===== config.mk =====
export PLATFORM = sky130hd
export DESIGN_NAME = sorted_table_insert_delete
export DESIGN_NICKNAME = d
export VERILOG_FILES = /design/src/hdl/sti_pkg.sv /design/src/hdl/sorted_table_insert_delete.sv
export SDC_FILE = /design/constraint.sdc
export NUM_CORES = 1
export LEC_CHECK = 0
export ABC_AREA = 1
export BUFFER_PORTS_ARGS = -buffer_cell sky130_fd_sc_hd__buf_2
export CAP_MARGIN = 20
export CORE_MARGIN = 1
export CORE_UTILIZATION = 30
export CTS_CLUSTER_SIZE = 30
export DETAILED_ROUTE_END_ITERATION = 7
export GPL_ROUTABILITY_DRIVEN = 0
export GPL_TIMING_DRIVEN = 0
export PLACE_DENSITY = 0.42
export SYNTH_ARGS = -nofsm -noshare
export SYNTH_HDL_FRONTEND = slang
export SYNTH_SLANG_ARGS = --single-unit
export TNS_END_PERCENT = 1

===== constraint.sdc =====
create_clock -name i_clk -period 8.75 [get_ports i_clk]
set_input_delay 2.1875 -clock i_clk [delete_from_list [all_inputs] [get_ports i_clk]]
set_output_delay 2.1875 -clock i_clk [all_outputs]
set_load 0.05 [all_outputs]

===== src/hdl/sti_pkg.sv =====
// Shared types and codes for the sorted table with insert and delete.
package sti_pkg;

    typedef enum logic [1:0] {
        ST_INSERTED  = 2'd0,
        ST_DELETED   = 2'd1,
        ST_NOT_FOUND = 2'd2,
        ST_FULL      = 2'd3
    } t_status;

    typedef enum logic {
        REQ_INSERT = 1'b0,
        REQ_DELETE = 1'b1
    } t_req;

    localparam int unsigned OUT_COUNT_W = 5;

endpackage


===== src/hdl/sorted_table_insert_delete.sv =====
// Sorted table of signed words with insert and delete, one shared compare unit.
//
//  channel | valid    | stall    | payload
//  --------+----------+----------+------------------------------------------
//  request | i_valid  | o_stall  | i_req_type, i_value
//  result  | o_valid  | i_stall  | o_status, o_entry_count, o_empty_res
//
//  An insert walks down from the top entry, moving each entry >= the value up
//  one place, then writes the value in S_PUT. A delete scans all stored
//  entries and closes the gap as it goes. A full insert or an empty delete
//  goes straight to S_FIN. The table memory has a registered read, so each
//  entry takes a read step (S_RD) and a compare step (S_CMP). i_rst_n clears
//  the count and the control state; table contents are not cleared. A stalled
//  result holds the block after finishing until the word is taken.
module sorted_table_insert_delete
    import sti_pkg::*;
#(
    parameter int unsigned CAPACITY = 16
) (
    input  logic                   i_clk,
    input  logic                   i_rst_n,
    input  logic                   i_valid,
    output logic                   o_stall,
    input  logic [0:0]             i_req_type,
    input  logic signed [31:0]     i_value,
    output logic                   o_valid,
    input  logic                   i_stall,
    output logic [1:0]             o_status,
    output logic [OUT_COUNT_W-1:0] o_entry_count,
    output logic [0:0]             o_empty_res
);

    localparam int unsigned AW = (CAPACITY > 1) ? $clog2(CAPACITY) : 1;
    localparam int unsigned CW = $clog2(CAPACITY + 1);

    typedef enum logic [4:0] {
        S_IDLE = 5'b00001,
        S_RD   = 5'b00010,
        S_CMP  = 5'b00100,
        S_PUT  = 5'b01000,
        S_FIN  = 5'b10000
    } t_state;

    logic signed [31:0] r_mem [CAPACITY];

    t_state             r_state, n_state;
    logic [CW-1:0]      r_count, n_count;
    logic [AW-1:0]      r_idx, n_idx;
    logic               r_req, n_req;
    logic signed [31:0] r_value, n_value;
    logic               r_found, n_found;
    t_status            r_res, n_res;
    logic               r_ovalid, n_ovalid;
    logic [1:0]         r_ostatus, n_ostatus;
    logic [CW-1:0]      r_ocount, n_ocount;
    logic signed [31:0] r_rd_data;

    logic               w_en;
    logic [AW-1:0]      w_addr;
    logic signed [31:0] w_data;
    logic [AW-1:0]      rd_addr;
    logic               cmp_lt, cmp_eq;
    logic [CW:0]        idx_p1;
    logic               last_idx;
    logic [CW+OUT_COUNT_W-1:0] count_ext;

    always_ff @(posedge i_clk) begin
        if (w_en) begin
            r_mem[w_addr] <= w_data;
        end
        r_rd_data <= r_mem[rd_addr];
    end

    assign rd_addr  = (r_req == REQ_INSERT) ? r_idx - AW'(1) : r_idx;
    assign cmp_lt   = r_rd_data < r_value;
    assign cmp_eq   = r_rd_data == r_value;
    assign idx_p1   = (CW + 1)'(r_idx) + (CW + 1)'(1);
    assign last_idx = idx_p1 == {1'b0, r_count};

    always_comb begin
        n_state   = r_state;
        n_count   = r_count;
        n_idx     = r_idx;
        n_req     = r_req;
        n_value   = r_value;
        n_found   = r_found;
        n_res     = r_res;
        n_ovalid  = r_ovalid && i_stall;
        n_ostatus = r_ostatus;
        n_ocount  = r_ocount;
        w_en      = 1'b0;
        w_addr    = r_idx;
        w_data    = r_value;
        unique case (r_state)
            S_IDLE: begin
                if (i_valid) begin
                    n_req   = i_req_type[0];
                    n_value = i_value;
                    n_found = 1'b0;
                    if (i_req_type[0] == REQ_INSERT) begin
                        n_idx = AW'(r_count);
                        if (r_count == CW'(CAPACITY)) begin
                            n_res   = ST_FULL;
                            n_state = S_FIN;
                        end else if (r_count == '0) begin
                            n_state = S_PUT;
                        end else begin
                            n_state = S_RD;
                        end
                    end else begin
                        n_idx = '0;
                        if (r_count == '0) begin
                            n_res   = ST_NOT_FOUND;
                            n_state = S_FIN;
                        end else begin
                            n_state = S_RD;
                        end
                    end
                end
            end
            S_RD: begin
                n_state = S_CMP;
            end
            S_CMP: begin
                if (r_req == REQ_INSERT) begin
                    if (!cmp_lt) begin
                        w_en   = 1'b1;
                        w_addr = r_idx;
                        w_data = r_rd_data;
                        n_idx  = r_idx - AW'(1);
                        n_state = (r_idx == AW'(1)) ? S_PUT : S_RD;
                    end else begin
                        n_state = S_PUT;
                    end
                end else begin
                    if (r_found) begin
                        w_en   = 1'b1;
                        w_addr = r_idx - AW'(1);
                        w_data = r_rd_data;
                    end else if (cmp_eq) begin
                        n_found = 1'b1;
                    end
                    if (last_idx) begin
                        if (r_found || cmp_eq) begin
                            n_count = r_count - CW'(1);
                            n_res   = ST_DELETED;
                        end else begin
                            n_res   = ST_NOT_FOUND;
                        end
                        n_state = S_FIN;
                    end else begin
                        n_idx   = r_idx + AW'(1);
                        n_state = S_RD;
                    end
                end
            end
            S_PUT: begin
                w_en    = 1'b1;
                w_addr  = r_idx;
                w_data  = r_value;
                n_count = r_count + CW'(1);
                n_res   = ST_INSERTED;
                n_state = S_FIN;
            end
            S_FIN: begin
                if (!r_ovalid || !i_stall) begin
                    n_ovalid  = 1'b1;
                    n_ostatus = r_res;
                    n_ocount  = r_count;
                    n_state   = S_IDLE;
                end
            end
            default: begin
                n_state = S_IDLE;
            end
        endcase
    end

    always_ff @(posedge i_clk) begin
        if (!i_rst_n) begin
            r_state  <= S_IDLE;
            r_count  <= '0;
            r_ovalid <= 1'b0;
            r_found  <= 1'b0;
        end else begin
            r_state  <= n_state;
            r_count  <= n_count;
            r_ovalid <= n_ovalid;
            r_found  <= n_found;
        end
        r_idx     <= n_idx;
        r_req     <= n_req;
        r_value   <= n_value;
        r_res     <= n_res;
        r_ostatus <= n_ostatus;
        r_ocount  <= n_ocount;
    end

    assign count_ext     = {{OUT_COUNT_W{1'b0}}, r_ocount};
    assign o_stall       = (r_state != S_IDLE);
    assign o_valid       = r_ovalid;
    assign o_status      = r_ostatus;
    assign o_entry_count = count_ext[OUT_COUNT_W-1:0];
    assign o_empty_res   = (r_ocount == '0);

endmodule


Yosys cells after proc, flatten, opt, wreduce, memory -nomap -nowiden
Memories as Yosys holds them, arrays and structs flattened. A register that Yosys moved wholly into a read port is not among the register bits.
Cells that the tools add are included.

operators by class
  order comparisons = 1
  equal/unequal tests = 19
  muxes and demuxes = 50
  $add $sub $neg = 5
  reduce and logical (&&, ||, !) cells = 17

operators by type and width
  cell                                                  number
  two-way mux 32 bit                                    4
  two-way mux 5 bit                                     10
  two-way mux 4 bit                                     12
  equality test 32 bit                                  1
  less-than comparator 32 bit                           1
  case mux 5 bit (5 select lines)                       1
  two-way mux 2 bit                                     7
  inequality test 3 bit (second input constant)         4
  two-way mux 1 bit                                     11
  equality test 5 bit (second input constant)           2
  zero test 5 bit                                       2
  inequality test 2 bit (second input constant)         5
  case mux 5 bit (2 select lines)                       1
  case mux 4 bit (2 select lines)                       1
  AND reduction 4 bit                                   2
  case mux 2 bit (3 select lines)                       1
  AND reduction 2 bit                                   3
  AND reduction 6 bit                                   1
  adder 4 x 1 -> 5 bit (second input constant)          1
  adder 5 x 1 -> 5 bit (second input constant)          1
  equality test 5 x 1 -> 1 bit (second input constant)  1
  equality test 5 x 2 -> 1 bit (second input constant)  1
  equality test 5 x 3 -> 1 bit (second input constant)  1
  equality test 5 x 4 -> 1 bit (second input constant)  1
  13 further kinds                                      17

storage, ports and cells
  bits of input ports = 37
  memories kept = 1
  output and inout port bits = 10
  RAM bits = 512
  logic and storage cells = 103
  flip-flop bits (word level) = 58

memory list
  name   words  width  read ports  clocked after memory_dff  write ports  RTL line                          text
  r_mem  16     32     1           1                         1            sorted_table_insert_delete.sv:44  logic signed [31:0] r_mem [CAPACITY];

Logic depth before layout (Yosys ltp)
Gate-level depths: netlist of run 1.

  depth after elaboration = 6
  mapped depth = 19
  mapped depth without buffers = 18

Worst setup path after synthesis of run 1
Ideal clock, no wire load.

  kind = register to output
  start = reg r_ocount[3], in the netlist o_entry_count[3]
  end = out o_empty_res
  path buffers = 0
  path slack = 4.562 ns
  data arrival time = 2.001 ns
  cell stages (with the launch flop) = 3
  required time = 6.562 ns
  path through = edfxtp_1 > nor3_1 > nor3b_1

between the ends
  word-level cells in the longest chain between the ends = 1

RTL lines
  item                    RTL line                           text
  start, declared         sorted_table_insert_delete.sv:55   logic [CW-1:0] r_ocount, n_ocount;
  start signal, assigned  sorted_table_insert_delete.sv:196  r_ocount <= n_ocount;
  zero test 5 bit         sorted_table_insert_delete.sv:204  assign o_empty_res = (r_ocount == '0);
  end, declared           sorted_table_insert_delete.sv:30   output logic [0:0] o_empty_res

Every way passes these cells.

Worst setup path after layout of run 1
  start = reg r_state[2]
  end = out o_stall

between the ends
  word-level cells in the longest chain between the ends = 1

RTL lines
  item                            RTL line                           text
  start, declared                 sorted_table_insert_delete.sv:46   t_state r_state, n_state;
  start signal, assigned          sorted_table_insert_delete.sv:186  r_state <= n_state;
  inequality test 5 x 1 -> 1 bit  sorted_table_insert_delete.sv:200  assign o_stall = (r_state != S_IDLE);
  end, declared                   sorted_table_insert_delete.sv:23   output logic o_stall,

Every way passes these cells.

==> out/metrics.cfg, run 1 <==
[routing]
wl_per_cell_um = 22.8
ant_nets = 0
top_layer = met4
via_per_inst = 4.85
wl_met2_um = 38700
first_iter_violations = 1365
drc_errors = 0
firstDrtPassIters = 8
met1Wirelength_um = 36400
vias = 17300
met3WireLength_um = 4340
wirelength_um = 81400

[global_route]
grt_pass1_vias = 16800
antenna_found_initial = 0
grt_pass1_wl_um = 117000
grt_usage_pct = 19.0
grt_max_degree = 23
overflow = 0

[floorplan]
core_area_um2 = 83700
initial_utilization_pct = 30.3
die_w_um = 293
dieArea_um2 = 85800
die_h_um = 293
placementRows = 106
io_pins = 47

[yosys]
syn_avg_cell_area_um2 = 11.3
syn_inst = 2245
yosys.area.top_type = edfxtp_1
ys_async_sr_fraction_pct = 0
syn_nets = 2323
synth_edf_count = 558
ys.warnings.count = 0
synth_area_leaders = edfxtp_1 (66%), nand2_1 (12%), dfxtp_1 (3.5%)
ys_seq_area_share_pct = 69.5
yosys.area.top_type_share_pct = 66.0
synthFlopType = edfxtp_1
yosysMostFrequentCell = nand2_1
ys_types = 43
syn_area_um2 = 25400
ys_seq_elements = 602
synth_top_cells_by_count = nand2_1 (816), edfxtp_1 (558), nor2_1 (142)

[sta]
hold_ws_ns = 0.427
drv_slew = 0
setup_violations = 0
rsz0062_at_grt = no
slew_headroom_pct = 28.7
finalHoldViolCount = 0
period_needed_ns = 4.31
skew_ns = 0.0187
tightest_slew_ns = 1.07
setup_tns_ns = 0
timing.final.crit_share_pct = 49.2
fin_ws_ns = 4.44
fmax_mhz = 232

[cts]
numCtsBuffers = 71
cts_tree = yes
clkTransAtPathRegs_ns = 0.06
cts_hold_buf = 0
numClockSinks = 602
htreeDepth = 3
cts.repair.resized = 0
cts_setup_buffers = 0
clk_latency_ns = 0.61
cts_max_path_buffers = 3
cts-root-buf = clkbuf_16

[pwr]
vdd_ir_drop_max_uv = 155
powerDensity_nw_per_um2 = 302
p_leak_nw = 10.8

[layout]
final_nets = 2465
drive_gt1_share_pct = 10.0
areaGrowthSynthToFinish_pct = 17.6
design_area_um2 = 29800
final_cells = 3577
nFillCells = 8168
antennaDiodeCount = 0

[place]
numPortBuffers = 46
place_area_um2 = 27600
dp_hpwl_um = 55900
dpl.cell_count = 3447
detailedPlace.worstSlack_ns = 4.70

[critical_path]
worst_ep_arrival_time_ns = 2.12
worstSetupStartpointType = flip-flop
cp_max_fo = 6
crit_type = flip-flop to output port
worstPathRequired_ns = 6.56
ff2ff_setup_slack_ns = 4.60
end_kind = output port

[status]
status = finished, final reports clean

[run]
drv_cap = 0

[hold_path]
hold_class = flip-flop to flip-flop

layout make-up:
| type | count | area (um2) | share of cell area [%] |
|---|---|---|---|
| Buffer | 121 | 508 | 1.70 |
| Clock buffer | 101 | 2000 | 6.72 |
| Clock inverter | 28 | 240 | 0.805 |
| Inverter | 92 | 345 | 1.16 |
| Multi-Input combinational cell | 1430 | 7020 | 23.5 |
| Sequential cell | 602 | 17600 | 59.1 |
| Tap cell | 1134 | 1420 | 4.75 |
| Timing Repair Buffer | 69 | 673 | 2.26 |
worst max-delay path, cell delays in order (launching register included):
cell     delay, ns
dfxtp_1       0.33
nor2_1        0.18
inv_1         0.07
nor4_2        0.42
inv_1         0.23
buf_2         0.27
registers in the layout (all words and copies together) (netlist names):
| register | cells |
|---|---|
| o_status | 2 |
| r_req | 1 |
| r_found | 1 |
| r_rd_data | 32 |
| o_valid | 1 |
| r_value | 32 |
| r_state | 5 |
| r_mem | 512 |
| r_idx | 4 |
| r_res | 2 |
| o_entry_count | 5 |
| r_count | 5 |
where the power goes:
| group | switching [W] | total (W) | internal, W |
|---|---|---|---|
| logic | 0.00199 | 0.00266 | 0.000670 |
| clock network | 0.00117 | 0.00289 | 0.00171 |
| registers | 0.000107 | 0.00346 | 0.00336 |
kinds of logic after synthesis:
family	after synthesis	synth area share, %
compound gates	274	7.18
xor+xnor	8	0.276
fa+ha+maj	41	2.05
buf+inv	213	3.36
flops	602	69.5
simple gates	1107	17.6
layer usage:
| metal | up-vias | track usage (%) |
|---|---|---|
| met3 | 107 | 2.82 |
| met4 | 0 | 6.23 |
| met5 | - | 0 |
| met2 | 510 | 31.4 |
| met1 | 8560 | 25.6 |
| li1 | 8169 | - |
worst paths after layout:
check	depth (start not counted)	start	end
worst max-delay path	5	r_state[2]	o_stall
worst min-delay path	0	r_res[0]	o_status[0]
worst max register to register	16	r_value[31]	r_mem[5][14]
worst min register to register	0	r_res[0]	o_status[0]
through the flow:
stage / util, % / power [W]
5_1_grt: 35.7 / 0.00946
6_report: 35.7 / 0.00901
3_5_place_dp: 33.0 / 0.00619
2_1_floorplan: - / 0.00501
4_1_cts: 35.7 / 0.00909
3_3_place_gp: 32.3 / 0.00613
layout by cell type, fill, tap and decap left out, drive strengths merged, types with 4 or more instances in the layout:
master  netlist  final
a31oi        33     33
buf          32    101
inv          92     96
xor2          7      7
o211ai        4      4
clkinv        0     20
o21ai       108    108
nand2       833    833
a311oi       96     96
nand3       109    109
dfxtp        44     44
a21oi        21     21
bufinv        0      4
nand4         8      8
clkbuf       89    190
ha           40     40
nor2        147    147
edfxtp      558    558
Note: power is estimated with default switching activity, not from simulation.
==> run 2: changes to the inputs <==
Settings changed: ABC_AREA 1 to 0, PLACE_DENSITY 0.42 to 0.44.
Clock period 8.75 ns to 3.51 ns, I/O delays scaled along.
==> run 2 against run 1 <==
Effect of this change: cell area decreased by 1.8%; clock-buffer cell count decreased by 5; synthesized area decreased by 4.9%; die area shrank 4.8%; sequential cell count unchanged; worst setup slack worse by 4.4 ns; core utilization rose by 1.3 points; critical path type is now flip-flop to flip-flop; critical endpoint is now r_mem[0][8].
==> out/metrics.cfg, run 2 <==
[status]
status = finished, final reports clean

[yosys]
synth_top_cells_by_count = edfxtp_1 (558), mux4_2 (128), a21oi_1 (56)
ys_seq_elements = 602
synthFlopType = edfxtp_1
synth_edf_count = 558
synth-compound-area-share_pct = 3.64
syn_inst = 1235
ys.warnings.count = 0
syn_area_um2 = 24100
syn_avg_cell_area_um2 = 19.6
yosysMostFrequentCell = edfxtp_1
synth_top_family_by_area = multiplexers
yosys.area_share.simple_pct = 3.28
ys_types = 59
synth_xor_area_share_pct = 0.617
yosys.area.top_type_share_pct = 69.4
ys_async_sr_fraction_pct = 0
syn_nets = 1313
muxShareOfSynthArea_pct = 15.4
synth_fa_ha_area_share_pct = 2.16
synth_area_leaders = edfxtp_1 (69%), mux4_2 (12%), dfxtp_1 (3.6%)
ys_seq_area_share_pct = 73.0
yosys.area.top_type = edfxtp_1

[cts]
cts_max_path_buffers = 3
cts_tree = yes
cts-root-buf = clkbuf_16
clkTransAtPathRegs_ns = 0.06
cts_hold_buf = 0
htreeDepth = 3
numCtsBuffers = 70
numClockSinks = 602
clk_latency_ns = 0.59

[critical_path]
end_kind = flip-flop
cp_max_fo = 9
worstSetupStartpointType = flip-flop
startpoint = r_value[1]
worst_ep_arrival_time_ns = 3.85
cp_cell_sequence = inv_1 > ha_1 > nor2b_1 > o211ai_2 > a21oi_2 > o311a_4 > or4_1 > buf_6 > a211oi_4 > buf_12 > nor3b_4 > buf_4 > buf_6 > buf_12
crit_slowest_cell = or4_1
crit_type = flip-flop to flip-flop
timing.rr.start = r_value[1]
slowest_delay_ns = 0.53
worstPathRequired_ns = 3.87

[global_route]
gr-usage-met1_pct = 21.5
antenna_found_initial = 0
grt_pass1_vias = 12900
busiest_layer = met2
overflow = 0
met3_usage_pct = 2.34
grt_pass1_wl_um = 88800
grt_usage_pct = 15.0
grt_max_degree = 24
grtUsageMet2_pct = 23.7

[run]
drv_cap = 0

[hold_path]
hold_class = flip-flop to flip-flop
hold_path_startpoint = r_res[1]

[layout]
design_area_um2 = 29300
antennaDiodeCount = 0
reg_top3 = r_mem x512, r_rd_data x32, r_value x32
multiInputGateArea_um2 = 6350
layout_commonest_cell = edfxtp_1
utilization_pct = 37.0
largest_register_ffs = 512
nFillCells = 7323
top_register = r_mem
drive_gt1_share_pct = 31.5
areaGrowthSynthToFinish_pct = 21.4
final_nets = 1515
most-common-layout-cells = edfxtp_1 (558), mux4_2 (128), clkbuf_16 (71)
ff_latch_area_um2 = 17600

[sta]
setup_violations = 0
period_needed_ns = 3.49
hold_ws_ns = 0.426
timing.final.crit_share_pct = 99.5
slew_headroom_pct = 36.7
finalHoldViolCount = 0
skew_ns = 0.0151
drv_slew = 0
fmax_mhz = 286
rsz0062_at_grt = yes
fin_ws_ns = 0.0167
tightest_slew_ns = 0.950

[floorplan]
die_w_um = 286
placementRows = 103
initial_utilization_pct = 30.5
io_pins = 47
dieArea_um2 = 81600
die_h_um = 286
core_area_um2 = 79300

[pwr]
p_leak_nw = 9.95
vdd_ir_drop_max_uv = 297
powerDensity_nw_per_um2 = 696
power_w = 0.0204

[routing]
ant_nets = 0
via_per_inst = 4.79
drc_errors = 0
vias = 12200
first_iter_violations = 908
firstDrtPassIters = 5
wl_per_cell_um = 23.5
wirelength_um = 59700

[place]
dp_hpwl_um = 40000
numPortBuffers = 46
place_area_um2 = 26400
detailedPlace.worstSlack_ns = -1.17

run 2: cell types whose count changed after synthesis, sizes merged, moves of 32 or more:
| cell | before | now |
|---|---|---|
| a311oi | 96 | 0 |
| mux2 | 0 | 32 |
| inv | 92 | 40 |
| a21oi | 21 | 57 |
| o21ai | 108 | 12 |
| a211oi | 0 | 37 |
| clkbuf | 89 | 28 |
| mux4 | 0 | 128 |
| mux2i | 0 | 37 |
| nand3 | 109 | 7 |
| nand2 | 833 | 23 |
| nor2b | 0 | 40 |
| nor2 | 147 | 24 |
run 2: path summary, 6_finish.rpt:
| path | to | slack, ns | cells after the start |
|---|---|---|---|
| worst max-delay path | r_mem[0][8] | 0.02 | 14 |
| worst min register to register | o_status[1] | 0.43 | 0 |
| worst min-delay path | o_status[1] | 0.43 | 0 |
| worst max register to register | r_mem[0][8] | 0.02 | 14 |
run 2: through the flow:
step                      setup TNS [ns]  std cells
after floorplan                  -308.62       1235
after global placement          -2091.09       2331
after detailed placement         -377.38       2379
after CTS                          -2.83       2524
after global routing              -14.23       2538
final                                  0       2538
run 2: critical path, delay by kind of cell, from the launching register on:
family,cells,cell delay (ns)
buffers and inverters,6,0.90
AO/OA/AOI/OAI,4,0.90
AND/OR/NAND/NOR,3,0.72
flip-flops,1,0.41
adder cells (fa/ha/maj),1,0.30
run 2: logic make-up (layout without fill, tap and decap cells):
| group | count (synthesis) | in the layout |
|---|---|---|
| compound gates | 135 | 135 |
| simple gates | 145 | 145 |
| xor+xnor | 17 | 17 |
| flops | 602 | 602 |
| mux | 197 | 197 |
| fa+ha+maj | 41 | 41 |
| buf+inv | 98 | 351 |
run 2: cell type report:
class | instances | area share [%]
tap | 1050 | 4.48
clock inverter | 27 | 1.07
inverter | 40 | 0.512
clock buffer | 96 | 6.62
sequential | 602 | 60.2
multi-input combinational | 535 | 21.7
buffer | 56 | 1.22
timing repair buffer | 132 | 4.27
run 2: power breakdown:
group / total, W / internal, W / switching [W] / leakage, nW
sequential: 0.00886 / 0.00861 / 0.000245 / 5.43
combinational: 0.00434 / 0.00185 / 0.00249 / 3.41
clock: 0.00720 / 0.00437 / 0.00283 / 1.11
total: 0.0204 / 0.0148 / 0.00556 / 9.95
run 2: repair_timing:
action | 4_1_cts | 5_1_grt
pin swaps | 14 | 14
resized for setup | 65 | 22
setup endpoints to repair | 1040 | 823
buffers inserted | 25 | 15
run 2: layer usage:
layer,vias to the layer above,routed length [um],part of all wire (%)
met2,227,28300,47
met4,0,1020,1.7
met3,76,2240,3.8
met5,-,0,0
li1,5426,-,-
met1,6433,28200,47
